`src/design/cddo_pkg.sv`:
```
// ----------------------------------------------------------------------------
// cddo_pkg
// Shared types, constants and month-length helpers for the calendar date
// day offset block.
// ----------------------------------------------------------------------------
package cddo_pkg;

   // field widths
   localparam int YEAR_W   = 14;
   localparam int MONTH_W  = 4;
   localparam int DAY_W    = 5;
   localparam int OFFS_W   = 13;
   localparam int STATUS_W = 2;

   // working widths: year walks a little past 1..9999, day spans the offset
   localparam int YWORK_W  = YEAR_W + 1;
   localparam int DWORK_W  = OFFS_W + 1;
   localparam int YMOD_W   = 9;

   localparam logic [YEAR_W-1:0]  YEAR_MAX   = 14'd9999;
   localparam logic [YEAR_W-1:0]  CYCLE_LEN  = 14'd400;
   localparam logic [YMOD_W-1:0]  CYCLE_LAST = 9'd399;
   localparam logic [2:0]         REDUCE_TOP = 3'd5;

   // status codes
   localparam logic [STATUS_W-1:0] STATUS_OK       = 2'd0;
   localparam logic [STATUS_W-1:0] STATUS_BAD_DATE = 2'd1;
   localparam logic [STATUS_W-1:0] STATUS_BAD_YEAR = 2'd2;

   // sequencer states
   typedef enum logic [3:0] {
      ST_IDLE   = 4'b0001,
      ST_REDUCE = 4'b0010,
      ST_CHECK  = 4'b0100,
      ST_WALK   = 4'b1000
   } state_type;

   // leap rule from the year taken modulo 400
   function automatic logic is_leap(input logic [YMOD_W-1:0] ymod);
      logic by_100;
      begin
         by_100 = (ymod == 9'd100) || (ymod == 9'd200) || (ymod == 9'd300);
         is_leap = (ymod[1:0] == 2'b00) && !by_100;
      end
   endfunction

   // days in a month, zero for a month code outside 1..12
   function automatic logic [DAY_W-1:0] month_len(input logic [MONTH_W-1:0] m,
                                                   input logic leap);
      begin
         case (m)
            4'd1, 4'd3, 4'd5, 4'd7, 4'd8, 4'd10, 4'd12: month_len = 5'd31;
            4'd4, 4'd6, 4'd9, 4'd11:                  month_len = 5'd30;
            4'd2:    month_len = leap ? 5'd29 : 5'd28;
            default: month_len = 5'd0;
         endcase
      end
   endfunction

endpackage

```
`src/design/calendar_date_day_offset.sv`:
```
// ----------------------------------------------------------------------------
// calendar_date_day_offset
// Adds a signed day offset to a Gregorian date, one month per cycle.
// ----------------------------------------------------------------------------
// Usage: present a date and offset on the req_ ports and raise start while
// busy is low; the item is taken at that clock edge and busy rises on the
// next cycle. The block first reduces the year modulo 400 with six
// compare-and-subtract steps, checks the date, then walks the day count
// through month lengths, one month boundary per cycle, through a single
// shared day adder; an invalid date ends the item at the check. The result
// is on the rsp_ ports with rsp_done high for exactly one cycle, and busy
// falls in that same cycle, so the next item may be started then. Status 1
// flags an invalid date, status 2 a result year outside 1..9999; both echo
// the input date. The receiver cannot stall the result channel. A synchronous
// reset returns the sequencer to idle and drops rsp_done; no item is in
// flight afterwards.
// ----------------------------------------------------------------------------
module calendar_date_day_offset (
   input  logic                              clock,
   input  logic                              reset,
   input  logic                              start,
   output logic                              busy,
   input  logic [cddo_pkg::YEAR_W-1:0]       req_in_year,
   input  logic [cddo_pkg::MONTH_W-1:0]      req_in_month,
   input  logic [cddo_pkg::DAY_W-1:0]        req_in_day,
   input  logic signed [cddo_pkg::OFFS_W-1:0] req_day_offset,
   output logic                              rsp_done,
   output logic [cddo_pkg::YEAR_W-1:0]       rsp_out_year,
   output logic [cddo_pkg::MONTH_W-1:0]      rsp_out_month,
   output logic [cddo_pkg::DAY_W-1:0]        rsp_out_day,
   output logic [cddo_pkg::STATUS_W-1:0]     rsp_status
);

   cddo_pkg::state_type state_ff, state_in;

   logic [cddo_pkg::YEAR_W-1:0]        yin_ff, yin_in;
   logic [cddo_pkg::MONTH_W-1:0]       min_ff, min_in;
   logic [cddo_pkg::DAY_W-1:0]         din_ff, din_in;
   logic signed [cddo_pkg::OFFS_W-1:0] off_ff, off_in;
   logic signed [cddo_pkg::YWORK_W-1:0] y_ff, y_in;
   logic [cddo_pkg::MONTH_W-1:0]       m_ff, m_in;
   logic signed [cddo_pkg::DWORK_W-1:0] d_ff, d_in;
   logic [cddo_pkg::YEAR_W-1:0]        ymod_ff, ymod_in;
   logic [2:0]                         cnt_ff, cnt_in;
   logic                               done_ff, done_in;
   logic [cddo_pkg::YEAR_W-1:0]        oyear_ff, oyear_in;
   logic [cddo_pkg::MONTH_W-1:0]       omonth_ff, omonth_in;
   logic [cddo_pkg::DAY_W-1:0]         oday_ff, oday_in;
   logic [cddo_pkg::STATUS_W-1:0]      ostat_ff, ostat_in;

   logic [cddo_pkg::YMOD_W-1:0]  ymod_cur, ymod_inc, ymod_dec;
   logic [cddo_pkg::DAY_W-1:0]   mlen_cur, mlen_dec;
   logic [cddo_pkg::MONTH_W-1:0] m_inc, m_dec;
   logic                         wrap_fwd, wrap_back;
   logic [cddo_pkg::YEAR_W-1:0]  reduce_step;
   logic                         go_fwd, go_back;
   logic signed [cddo_pkg::DWORK_W-1:0] addend, d_sum, d_start;
   logic                         date_ok, year_ok;

   // current and neighbouring months for the walk
   assign ymod_cur  = ymod_ff[cddo_pkg::YMOD_W-1:0];
   assign wrap_fwd  = (m_ff == 4'd12);
   assign wrap_back = (m_ff == 4'd1);
   assign m_inc     = wrap_fwd  ? 4'd1  : m_ff + 4'd1;
   assign m_dec     = wrap_back ? 4'd12 : m_ff - 4'd1;
   assign ymod_inc  = (ymod_cur == cddo_pkg::CYCLE_LAST) ? '0 : ymod_cur + 9'd1;
   assign ymod_dec  = (ymod_cur == '0) ? cddo_pkg::CYCLE_LAST : ymod_cur - 9'd1;
   assign mlen_cur  = cddo_pkg::month_len(m_ff, cddo_pkg::is_leap(ymod_cur));
   assign mlen_dec  = cddo_pkg::month_len(m_dec,
                         cddo_pkg::is_leap(wrap_back ? ymod_dec : ymod_cur));

   // walk direction
   assign go_fwd  = d_ff > $signed({{(cddo_pkg::DWORK_W-cddo_pkg::DAY_W){1'b0}}, mlen_cur});
   assign go_back = d_ff[cddo_pkg::DWORK_W-1] || (d_ff == '0);

   // shared day adder
   assign addend = go_fwd
      ? -$signed({{(cddo_pkg::DWORK_W-cddo_pkg::DAY_W){1'b0}}, mlen_cur})
      :  $signed({{(cddo_pkg::DWORK_W-cddo_pkg::DAY_W){1'b0}}, mlen_dec});
   assign d_sum = d_ff + addend;

   // starting day count and input date check
   assign d_start = $signed({{(cddo_pkg::DWORK_W-cddo_pkg::DAY_W){1'b0}}, din_ff})
                  + $signed({off_ff[cddo_pkg::OFFS_W-1], off_ff});
   assign date_ok = (yin_ff != '0) && (yin_ff <= cddo_pkg::YEAR_MAX)
                 && (din_ff != '0) && (din_ff <= mlen_cur);
   assign year_ok = (y_ff >= $signed(15'd1))
                 && (y_ff <= $signed({1'b0, cddo_pkg::YEAR_MAX}));

   assign reduce_step = cddo_pkg::CYCLE_LEN << cnt_ff;

   // sequencer
   always_comb begin
      state_in  = state_ff;
      yin_in    = yin_ff;
      min_in    = min_ff;
      din_in    = din_ff;
      off_in    = off_ff;
      y_in      = y_ff;
      m_in      = m_ff;
      d_in      = d_ff;
      ymod_in   = ymod_ff;
      cnt_in    = cnt_ff;
      done_in   = 1'b0;
      oyear_in  = oyear_ff;
      omonth_in = omonth_ff;
      oday_in   = oday_ff;
      ostat_in  = ostat_ff;
      case (state_ff)
         cddo_pkg::ST_IDLE: begin
            if (start) begin
               yin_in   = req_in_year;
               min_in   = req_in_month;
               din_in   = req_in_day;
               off_in   = req_day_offset;
               y_in     = $signed({1'b0, req_in_year});
               m_in     = req_in_month;
               ymod_in  = req_in_year;
               cnt_in   = cddo_pkg::REDUCE_TOP;
               state_in = cddo_pkg::ST_REDUCE;
            end
         end
         cddo_pkg::ST_REDUCE: begin
            if (ymod_ff >= reduce_step) begin
               ymod_in = ymod_ff - reduce_step;
            end
            if (cnt_ff == '0) begin
               state_in = cddo_pkg::ST_CHECK;
            end else begin
               cnt_in = cnt_ff - 3'd1;
            end
         end
         cddo_pkg::ST_CHECK: begin
            if (date_ok) begin
               d_in     = d_start;
               state_in = cddo_pkg::ST_WALK;
            end else begin
               oyear_in  = yin_ff;
               omonth_in = min_ff;
               oday_in   = din_ff;
               ostat_in  = cddo_pkg::STATUS_BAD_DATE;
               done_in   = 1'b1;
               state_in  = cddo_pkg::ST_IDLE;
            end
         end
         cddo_pkg::ST_WALK: begin
            if (go_fwd) begin
               d_in = d_sum;
               m_in = m_inc;
               if (wrap_fwd) begin
                  y_in    = y_ff + 15'sd1;
                  ymod_in = {{(cddo_pkg::YEAR_W-cddo_pkg::YMOD_W){1'b0}}, ymod_inc};
               end
            end else if (go_back) begin
               d_in = d_sum;
               m_in = m_dec;
               if (wrap_back) begin
                  y_in    = y_ff - 15'sd1;
                  ymod_in = {{(cddo_pkg::YEAR_W-cddo_pkg::YMOD_W){1'b0}}, ymod_dec};
               end
            end else begin
               if (year_ok) begin
                  oyear_in  = y_ff[cddo_pkg::YEAR_W-1:0];
                  omonth_in = m_ff;
                  oday_in   = d_ff[cddo_pkg::DAY_W-1:0];
                  ostat_in  = cddo_pkg::STATUS_OK;
               end else begin
                  oyear_in  = yin_ff;
                  omonth_in = min_ff;
                  oday_in   = din_ff;
                  ostat_in  = cddo_pkg::STATUS_BAD_YEAR;
               end
               done_in  = 1'b1;
               state_in = cddo_pkg::ST_IDLE;
            end
         end
         default: begin
            state_in = cddo_pkg::ST_IDLE;
         end
      endcase
   end

   // control registers
   always_ff @(posedge clock) begin
      if (reset) begin
         state_ff <= cddo_pkg::ST_IDLE;
         done_ff  <= 1'b0;
      end else begin
         state_ff <= state_in;
         done_ff  <= done_in;
      end
   end

   // working and result registers
   always_ff @(posedge clock) begin
      yin_ff    <= yin_in;
      min_ff    <= min_in;
      din_ff    <= din_in;
      off_ff    <= off_in;
      y_ff      <= y_in;
      m_ff      <= m_in;
      d_ff      <= d_in;
      ymod_ff   <= ymod_in;
      cnt_ff    <= cnt_in;
      oyear_ff  <= oyear_in;
      omonth_ff <= omonth_in;
      oday_ff   <= oday_in;
      ostat_ff  <= ostat_in;
   end

   assign busy          = (state_ff != cddo_pkg::ST_IDLE);
   assign rsp_done      = done_ff;
   assign rsp_out_year  = oyear_ff;
   assign rsp_out_month = omonth_ff;
   assign rsp_out_day   = oday_ff;
   assign rsp_status    = ostat_ff;

endmodule
```
`config.mk`:
```
export PLATFORM = sky130hd
export DESIGN_NAME = calendar_date_day_offset
export DESIGN_NICKNAME = d
export VERILOG_FILES = /design/src/design/cddo_pkg.sv /design/src/design/calendar_date_day_offset.sv
export SDC_FILE = /design/constraint.sdc
export NUM_CORES = 1
export LEC_CHECK = 0
export ABC_AREA = 1
export BUFFER_PORTS_ARGS = -buffer_cell sky130_fd_sc_hd__buf_4
export CORE_MARGIN = 2
export CORE_UTILIZATION = 44
export CTS_BUF_LIST = sky130_fd_sc_hd__clkbuf_16
export DETAILED_ROUTE_END_ITERATION = 16
export PLACE_DENSITY = 0.64
export SLEW_MARGIN = 20
export SYNTH_ARGS = -nofsm -noshare
export SYNTH_HDL_FRONTEND = slang
export SYNTH_SLANG_ARGS = --single-unit
```
`constraint.sdc`:
```
create_clock -name clock -period 3.9 [get_ports clock]
set_input_delay 0 -clock clock [delete_from_list [all_inputs] [get_ports clock]]
set_output_delay 0 -clock clock [all_outputs]
set_load 0.02 [all_outputs]
```
After elaboration in Yosys (flattened, before gate mapping)
Cells that the tools add are included.

word-level totals
  flip-flop bits (word level) = 116
  latch bits = 0
  RAM bits = 0
  bits in read-only memories = 0
  bits of input ports = 39
  output and inout bits = 27
  logic and storage cells = 180
  memories kept = 0

operators by class
  add/subtract/negate cells = 11
  multipliers = 0
  divide/modulo/power cells = 0
  $lt $le $gt $ge = 6
  equal/unequal tests = 47
  shifts and indexed selects = 1
  multiplexer cells = 64
  bitwise logic cells = 0
  reductions and logical operators = 36

operators by type and width
  cell                                                                                   count
  14-bit two-way mux                                                                     14
  15-bit two-way mux                                                                     5
  4-bit two-way mux                                                                      14
  14-bit case mux with 2 select lines                                                    2
  4-bit == test (second input constant)                                                  11
  14-bit case mux with 3 select lines                                                    1
  4-bit by 3-bit == test with 1-bit output (second input constant)                       9
  15-bit case mux with 2 select lines                                                    1
  5-bit case mux with 3 select lines                                                     2
  9-bit == test (second input constant)                                                  3
  9-bit two-way mux                                                                      3
  4-bit by 2-bit == test with 1-bit output (second input constant)                       5
  5-bit two-way mux                                                                      4
  9-bit by 7-bit == test with 1-bit output (second input constant)                       2
  9-bit by 8-bit == test with 1-bit output (second input constant)                       2
  2-bit inequality test (second input constant)                                          8
  4-bit case mux with 2 select lines                                                     2
  4-bit case mux with 4 select lines                                                     1
  15-bit by 2-bit adder with 15-bit output (second input constant)                       1
  15-bit by 2-bit greater-or-equal comparator with 1-bit output (second input constant)  1
  15-bit less-or-equal comparator (second input constant)                                1
  15-bit by 2-bit subtractor with 15-bit output (second input constant)                  1
  14-bit adder                                                                           1
  6-bit by 13-bit adder with 14-bit output                                               1
  other kinds (40)                                                                       70

Logic depth before layout (Yosys ltp)
  word-level depth = 15
  depth in mapped cells = 31

Worst setup path after synthesis
No wires, ideal clock.

  kind = register to register
  start = register m_ff[0] (netlist name)
  end = register d_ff[9] (netlist name), data pin
  data arrival time = 4069 ps
  data required time = 3644 ps
  slack = -425 ps
  stages on the path, launching flop included = 31
  path buffers = 1
  clock period less this slack = 4325 ps
  cells stage by stage = edfxtp_1 -> inv_1 -> ha_1 -> o21ai_0 -> nand3_1 -> nor2_1 -> inv_2 -> nor2_2 -> ha_1 -> nand2_1 -> inv_1 -> o21ai_0 -> nand4_1 -> nand3_2 -> buf_4 -> nand2_1 -> inv_1 -> o211ai_1 -> o21ai_1 -> inv_1 -> ha_1 -> a21oi_1 -> nand2_1 -> nand2_1 -> nand2_1 -> a21oi_1 -> o21ai_0 -> a21oi_1 -> nand2_1 -> nand3_1 -> nand2_1

on the way
  longest elaborated chain between the ends = 14
  elaborated cells on any way between the ends = 49
  classes of those cells = 3 x add/sub; 1 x order compare; 27 x eq/ne; 9 x mux; 9 x reduce/logical

ends and longest elaborated chain
  what                                                                                                line                             source
  start: declaration                                                                                  calendar_date_day_offset.sv:41   logic [cddo_pkg::MONTH_W-1:0] m_ff, m_in;
  start signal: assignment                                                                            calendar_date_day_offset.sv:201  m_ff <= m_in;
  branches (longest 12 deep; another with 14-bit by 6-bit greater-than comparator with 1-bit output)  --
  14-bit two-way mux *                                                                                calendar_date_day_offset.sv:147  if (go_fwd) begin
  14-bit case mux with 2 select lines *                                                               calendar_date_day_offset.sv:109  case (state_ff)
  via d_in, one bit                                                                                   calendar_date_day_offset.sv:42   logic signed [cddo_pkg::DWORK_W-1:0] d_ff, d_in;
  end signal: assignment                                                                              calendar_date_day_offset.sv:202  d_ff <= d_in;
  end: declaration                                                                                    calendar_date_day_offset.sv:42

Mark *: on every way through the listed nets, which the timed path passes. The select of a mux whose other input is x is not followed.
A chain may end at the register's enable or synchronous reset.

Worst setup path in the final report
  start = register m_ff[1] (netlist name)
  end = register d_ff[9] (netlist name), data pin

The elaborated chain is that of the path after synthesis.

==> run summary <==
• 15.59 um — routed length per placed instance
• 141.2 um — Chip Height
• 0 — total gr overflow
• 246.7 MHz — Fmax achieved
• 0 — hold violation count in the final report
• 8 — setup violators final
• d_ff[9]$_DFFE_PP_ — R2R Path End
• 6906 — via count of the first global-routing pass
• 262.1 uV — highest ir drop seen on vdd
• m_ff[1]$_DFFE_PP_ — start of the worst register-to-register path
• 0 — number of design rule violations left after detail routing
• 0.2227 — All-Layer GR Usage
• 1624 — FILL cells
• 1420 — Final Instance Count excl. Fillers
• 0.3130 — share of total power consumed by net switching
• d_ff[9]$_DFFE_PP_ — critical path capture point
• 141.2 um — width of the chip
• 0.348 — Seq pwr share
• 0.06 ns — clock-pin slew on the worst setup and hold paths
• flop — CP Launch Type
• negative setup slack — violated checks
• 8279 um2 — Post-Synthesis Cell Area
• 10650 um2 — post-layout instance area
• 18580 um2 — area of the core
• 5 — Critical Path Fanout Max
• 47 — number of distinct library cells after synthesis
• 0.7860 ns — Worst-Margin Slew
• 1.414 mW — switching pwr
• 0.01041 ns — worst clock skew on the final layout
• 66 — # IOs
• 16310 um — HPWL Detailed
• 0.3569 — M2 GR Usage
• 5.285 — via/cell ratio
• built — clock tree from TritonCTS
• 7505 — total number of vias
• 542 — initial detailed-routing violation count
• 2 — maximum clock path buffer count
• 1.039 — final clock period utilization by the worst path
• 28.65% — relative area change from synthesis to final layout
• -0.1531 ns — Worst Setup Slack, final
• -0.1643 ns — placement-stage worst setup slack
• flop — CP endpoint kind
• m_ff[1]$_DFFE_PP_ — critical path startpoint
• nand2_1 — most frequent standard cell in the layout excluding fill and tap cells
• met2 — busiest metal layer after global routing
• 22130 um — post-detailed-routing wire length
• 0.42 ns — Clock Latency Late Sink
• 0 — antenna-violating nets left
• 17 — clock buffers created by TritonCTS
• 0 — synth warn
• yes — unrepaired setup endpoints after global routing
• 4.678 nW — leak pwr
• nand2_1 (237), buf_4 (130), edfxtp_1 (111), inv_1 (102), nor2_1 (85) — commonest cells after routing, fill and taps aside
• edfxtp_1 (40%), nand2_1 (11%), ha_1 (8.8%) — ranking of synthesized cells by area
• 0.368 — part of the total power dissipated in the clock network
• 0.3131 — GR Layer Usage met1
• 19930 um2 — die footprint
• 1013 — Mapped Cells
• 34930 um — wire length of the first global-routing pass
• clkbuf_16 — clock root buffer
• 0.5733 — final core utilization
• 1339 — instance count after placement with tap cells included
• 0.03227 — GR Util met3
• 0.4026 — share of the synthesized area in the top cell type
• flop to flop — Worst Setup Path Type
• 0.02962 — fraction of synthesized cell area in xor and xnor cells
• 4.518 mW — total power draw
• simple AND/OR/NAND/NOR gates — dominant combinational cell family by area after synthesis
• 1112 — nets in the synthesized netlist
• -0.15 ns — reg-to-reg slack, setup
• 9380 um2 — DP Area
• 4.07 ns — Data required, critical path
• 4.23 ns — arrival time of the worst setup path
• -0.8059 ns — total negative slack
• 0 — Slew Limit Fails
• 29 — Register-to-Register Path Depth
• 3.103 mW — Internal Dissipation
• 0 — number of inserted diodes
• 0 — initial antenna violation count
• 0.2574 — post-synthesis simple-gate area fraction
• 0.284 — relative contribution of combinational cells to total power
• 0.09249 — share of synthesized cell area in full adder, half adder and majority cells
• 0.9364 — final weighted congestion in routability-driven placement
• edfxtp_1 — cell type with the largest total area after synthesis
• finished, violations left — status
• 0.1251 — compound-cell area share of the yosys netlist
• 0 — max-cap violations
• 424.1 nW/um2 — total power density per cell area
• 0.4456 — initial cell density of the core
• 6 — First-pass DRT Iterations
• primary input to flop — type of the most critical hold path
• edfxtp_1 — slowest library cell on the worst path
• 4 — Clock H-tree levels
• 0.4147 — portion of the post-synthesis area used by sequential elements
• 4.053 ns — post-layout minimum cycle time
• 116 — flip-flop and latch count after synthesis
• 116 — clk sink count
• 0.2293 — share of final-layout standard cells stronger than drive strength 1
• 0.001209 — multiplexer area fraction after synthesis
• 43 — pin count of the biggest net entering global routing
• 1272 — layout net count
• 50 — std cell rows
• 65 — number of buffers inserted by port buffering
• 0.2927 ns — worst hold slack
• 8.173 um2 — syn avg cell area
• 0.4740 — Max-slew headroom
• 0.47 ns — longest individual stage delay on the worst path
-- metal layers --
layer  vias to the layer above  wire length [um]
li1                       3785                 -
met1                      3487             10620
met2                       208             10270
met3                        25               916
met4                         0               325
met5                         -                 0
-- synthesized netlist by cell type (all sizes together) --
cell type	number
inv	120
mux2i	1
nand2	255
ha	58
buf	24
nand4	21
a21boi	1
nor4	6
nand3	72
nand2b	1
fa	2
edfxtp	111
nor2	98
or3	1
o311ai	1
xnor2	9
o21bai	5
o2111ai	3
clkbuf	6
nor3	19
dfxtp	5
o22ai	4
and3	1
o211ai	5
xor2	19
clkinv	1
a31oi	12
o21a	1
a21oi	46
o21ai	90
nand3b	2
or2	5
o31ai	3
o221ai	5
-- layout make-up --
type                       count  area (um2)  share of cell area
clock buffer                  17       425.4             0.03994
clock inverter                15       205.2             0.01926
inverter                     121       459.2             0.04311
multi-input combinational    746        4446              0.4174
sequential                   116        3433              0.3223
tap                          234       292.8             0.02749
timing repair buffer         171        1390              0.1305
-- logic make-up after synthesis --
family          count (synthesis)
compound gates                176
xor+xnor                       28
fa+ha+maj                      60
buf+inv                       151
flops                         116
mux                             1
simple gates                  481
-- flip-flops by register name (all words and copies together) (netlist names) --
name           cells
y_ff              15
d_ff              14
rsp_out_year      14
yin_ff            14
ymod_ff           14
off_ff            13
din_ff             5
rsp_out_day        5
m_ff               4
min_ff             4
rsp_out_month      4
state_ff           4
cnt_ff             3
rsp_status         2
rsp_done           1
-- power by group through the flow --
stage	Clock [mW]	Sequential, mW	Combinational (mW)
floorplan	0	1.57	0.760
global placement	0	1.60	1.09
detailed placement	0	1.60	1.10
CTS	1.68	1.57	1.19
global route	1.73	1.58	1.43
finish	1.66	1.57	1.28
-- how the worst min path moves through the flow --
stage,start,endpoint,slack (ns),cells past startpoint
6_report,req_day_offset[8],off_ff[8]$_DFFE_PP_,0.29,2
2_1_floorplan,reset,rsp_done$_SDFF_PP0_,0.07,1
3_5_place_dp,req_in_day[1],din_ff[1]$_DFFE_PP_,0.18,1
4_1_cts,req_day_offset[9],off_ff[9]$_DFFE_PP_,0.28,2
3_3_place_gp,req_day_offset[3],off_ff[3]$_DFFE_PP_,0.18,1
5_1_grt,req_day_offset[8],off_ff[8]$_DFFE_PP_,0.30,2
-- repair_timing --
action | 4_1_cts | 5_1_grt
pin swaps | 26 | 30
setup buffers | 5 | 5
gates cloned | 0 | 1
hold endpoints to repair | 67 | 0
gates resized for setup | 23 | 29
endpoints found under the setup margin | 8 | 40
hold buffers | 38 | 0
-- critical path, delay by kind of cell (launching register included) --
family | cells | cell delay [ns]
compound gates | 8 | 1.07
simple gates | 13 | 1.25
fa+ha+maj | 3 | 0.67
flops | 1 | 0.47
buf+inv | 5 | 0.34
(Power assumes the default switching activity.)
